===== config.mk =====
export PLATFORM = sky130hd
export DESIGN_NAME = sam_ram
export DESIGN_NICKNAME = d
export VERILOG_FILES = /design/src/hw/rtl/sam_ram.sv
export SDC_FILE = /design/constraint.sdc
export NUM_CORES = 2
export LEC_CHECK = 0
export BUFFER_PORTS_ARGS = -buffer_cell sky130_fd_sc_hd__buf_2
export CAP_MARGIN = 20
export CORE_MARGIN = 1.5
export CORE_UTILIZATION = 52
export DETAILED_ROUTE_END_ITERATION = 7
export GPL_TIMING_DRIVEN = 0
export HOLD_SLACK_MARGIN = 0.06
export PLACE_DENSITY_LB_ADDON = 0.2
export SYNTH_ARGS = -nofsm -noshare
export SYNTH_HDL_FRONTEND = slang
export SYNTH_SLANG_ARGS = --single-unit

===== constraint.sdc =====
create_clock -name clk -period 3.7 [get_ports clk]
set_input_delay 0.185 -clock clk [delete_from_list [all_inputs] [get_ports clk]]
set_output_delay 0.185 -clock clk [all_outputs]
set_load 0.02 [all_outputs]

===== src/hw/rtl/sam_ram.sv =====
`timescale 1ns / 1ps
`default_nettype none

module sam_ram #(
	parameter int unsigned WIDTH = 32,
	parameter int unsigned DEPTH = 64,
	localparam int unsigned AW = (DEPTH > 1) ? $clog2(DEPTH) : 1
) (
	input  wire logic                  clk,
	input  wire logic                  we,
	input  wire logic [AW-1:0]         wr_addr,
	input  wire logic [WIDTH-1:0]      wr_data,
	input  wire logic [AW-1:0]         rd_addr,
	output      logic [WIDTH-1:0]      rd_data
);

	logic [WIDTH-1:0] mem_q [DEPTH];

	always_ff @(posedge clk) begin
		if (we) begin
			mem_q[wr_addr] <= wr_data;
		end
		rd_data <= mem_q[rd_addr];
	end

endmodule

`default_nettype wire


==> run summary <==
unrepaired setup endpoints after global routing = false
Setup TNS = -0.254 ns
critical-path cell list = buf_2 > buf_2 > buf_2 > clkbuf_1 > mux4_2 > mux2i_1 > a21oi_1 > a21oi_1 > nor2_1
Avg Synthesized Cell Area = 23.6 sq um
final setup violation count = 3
Pwr Density = 539 nW/um^2
Net Count, Synth = 3370
fin crit period = 3.84 ns
Post-CTS Setup Bufs = 0
drt drc = 0
fin. max-slew vios = 0
setup ws final = -0.137 ns
Die ar. = 153000 sq um
worst skew pair latency = 0.86 ns
fraction of layout cells with a size suffix above 1 = 0.301
first-pass GRT wire length = 309 mm
failing checks = setup timing
Synth Register Bits = 2080
final wirelength = 228 mm
clk_skew = 0.0319 ns
initial antenna violation count = 11
Synth Instances = 3324
Setup crit start kind = input pin
clk buf depth = 3
VDD IR max = 512 uV
CP top delay family = buffers and inverters
htree depth = 4
First DRT Iteration DRCs = 6456
vias per inst = 6.62
TritonCTS buffer count = 203
Area Growth Syn to Fin = 16.4%
crit-path max FO = 10
I/O pin count = 78
Routability Congestion = 0.985
HP Class = input pin to register
Port Buffer Count = 69
Synth cell types = 34
GRT Residual Overflow = 0
CTS tree = yes
register area share after synthesis = 0.791
Routed Antenna Nets = 0
number of global-route vias before repair = 38214
run status = complete, but fails checks
CTS Sinks = 2080
Hold Fails Final Rpt = 0
post-synth top area share = 0.783
CP Class = input pin to register
core area = 150000 sq um
most used cell, CP = buf_2
slew of the pin with the lowest slew margin = 1.32 ns
crit-path max cell delay = 0.89 ns
Pleak = 28.6 nW
Synth Warn # = 0
pin count of the biggest net entering global routing = 65
Crit-path slowest cell = a21oi_1
Nets = 3807
post-CTS sizing = 0
die span in y = 392 microns
largest area contributor in the netlist = edfxtp_1
Max Cap Violations = 0
Detail Placement HPWL = 151 mm
Post-Synthesis Cell Area = 78500 sq um
DR WL/cell = 38.2 microns
max_slew headroom = 0.117
1st-pass router iterations = 6
Die Wd = 392 microns
Arr. time, crit path = 4.50 ns
initial core utilization = 0.524
Clock Pin Slew Worst Setup and Hold Paths = 0.06 ns
CP Buf/Inv Count = 4
synth top area cells = edfxtp_1 78%, mux4_2 16%, mux2i_1 1.2%
Layout Utilization = 0.610
GRT Resource Usage Total = 0.302
Worst EP required = 4.36 ns
CP endpoint kind = register
CTS Root Cell = clkbuf_16
Max Clk Rate = 261 MHz
Rows = 142
via count = 39443
Final period util = 1.04
## where the power goes
| part | total [mW] | leakage [nW] | switching, mW | internal, mW |
|---|---|---|---|---|
| clock | 20.2 | 3.20 | 8.82 | 11.3 |
| sequential | 26.1 | 18.7 | 0.0468 | 26.1 |
| combinational | 2.94 | 6.73 | 1.95 | 0.995 |
| total | 49.2 | 28.6 | 10.8 | 38.4 |
## synth_stat cells
library cell / number
mux2i_1: 93
and3_1: 4
nand4_1: 2
o32ai_1: 4
dfxtp_1: 32
or2_2: 1
a21oi_1: 62
a41o_1: 4
or3b_2: 3
mux4_2: 544
a22oi_1: 12
nand2_1: 26
or3_1: 3
o22ai_1: 84
nor3_1: 7
or2_0: 1
a311oi_1: 8
nand4b_1: 1
buf_2: 57
buf_6: 5
buf_1: 21
nand3b_1: 5
or3b_1: 2
nand3_1: 5
nand2b_1: 8
or2_1: 1
o221ai_1: 27
edfxtp_1: 2048
a31oi_1: 1
and2_1: 2
buf_4: 25
nor2b_1: 15
clkbuf_1: 74
nor2_1: 137
## layout by cell type (no fill, tap or decap), types with 4 or more instances in the layout
master / instances
buf_1: 20
nor3_1: 5
nand2_1: 26
dlygate4sd3_1: 33
nor2b_1: 15
buf_2: 126
o32ai_1: 4
clkbuf_1: 114
nand2b_1: 8
dfxtp_1: 32
edfxtp_1: 2048
nand3b_1: 5
nor2_4: 62
clkinv_2: 39
clkbuf_8: 6
nand3_1: 5
a21oi_1: 62
mux2i_1: 93
a41o_1: 4
clkbuf_16: 213
bufinv_16: 10
o22ai_1: 84
buf_6: 11
buf_12: 84
inv_6: 6
buf_4: 26
o221ai_1: 27
clkinv_1: 56
nor2_1: 75
and3_1: 4
mux4_2: 544
diode_2: 5
buf_8: 15
a311oi_1: 8
buf_16: 25
a22oi_1: 12
## sequential cells by signal (all words and copies together) (netlist names)
signal / flops
mem_q: 2048
rd_data: 32
## worst register-to-register path, cell delays in order (launching register included)
cell	delay (ns)
edfxtp_1	0.37
mux4_2	0.48
mux4_2	0.56
o22ai_1	0.90
nor2_1	0.41
## cell families after synthesis
family	synth area share
DFF	0.791
AOI/OAI and AO/OA	0.0167
and+or+nand+nor	0.0127
buffers and inverters	0.0113
muxes	0.168
## metal layers
metal / GRT usage / share of wire
met3: 0.0847 / 0.12
met1: 0.421 / 0.37
met4: 0.116 / 0.043
met5: 0 / 0.00032
met2: 0.458 / 0.46
## what timing repair did
item / CTS / global route
hold endpoints to repair: 973 / 582
endpoints found under the setup margin: 3 / 0
hold buffers: 23 / 10
## final timing paths
check	start	endpoint	slack, ns	depth (start not counted)
setup / recovery	rd_addr[1]	rd_data[15]	-0.14	9
hold / removal	wr_addr[2]	mem_q[48][8]	0.15	2
setup reg to reg	mem_q[26][18]	rd_data[18]	0.76	4
hold reg to reg	mem_q[13][20]	rd_data[20]	0.95	4
## final cells by class
cell class,count,area (sq um)
diodes,5,12.5
plain buffers,181,882
clock buffers,259,5560
clock inverters,122,926
fillers,10191,58400
multi-input cells,1062,16000
flip-flops and latches,2080,62100
well taps,2016,2520
repair buffers,233,3350
## through the flow
| stage | setup slack, ns | hold WS [ns] | instances | instance area (sq um) | total power [mW] |
|---|---|---|---|---|---|
| 6_report | -0.137 | 0.152 | 5958 | 91400 | 49.2 |
| 5_1_grt | 0.0759 | 0.170 | 5953 | 91300 | 50.3 |
| 4_1_cts | 0.247 | 0.0951 | 5930 | 91000 | 49.3 |
| 3_5_place_dp | -0.952 | 0.599 | 5527 | 84300 | 29.4 |
| 3_3_place_gp | -3.03 | 0.601 | 5409 | 81400 | 29.3 |
| 2_1_floorplan | 0.355 | 0.284 | 3324 | 78500 | 28.0 |
No activity file was read; power rests on OpenSTA's default activity.
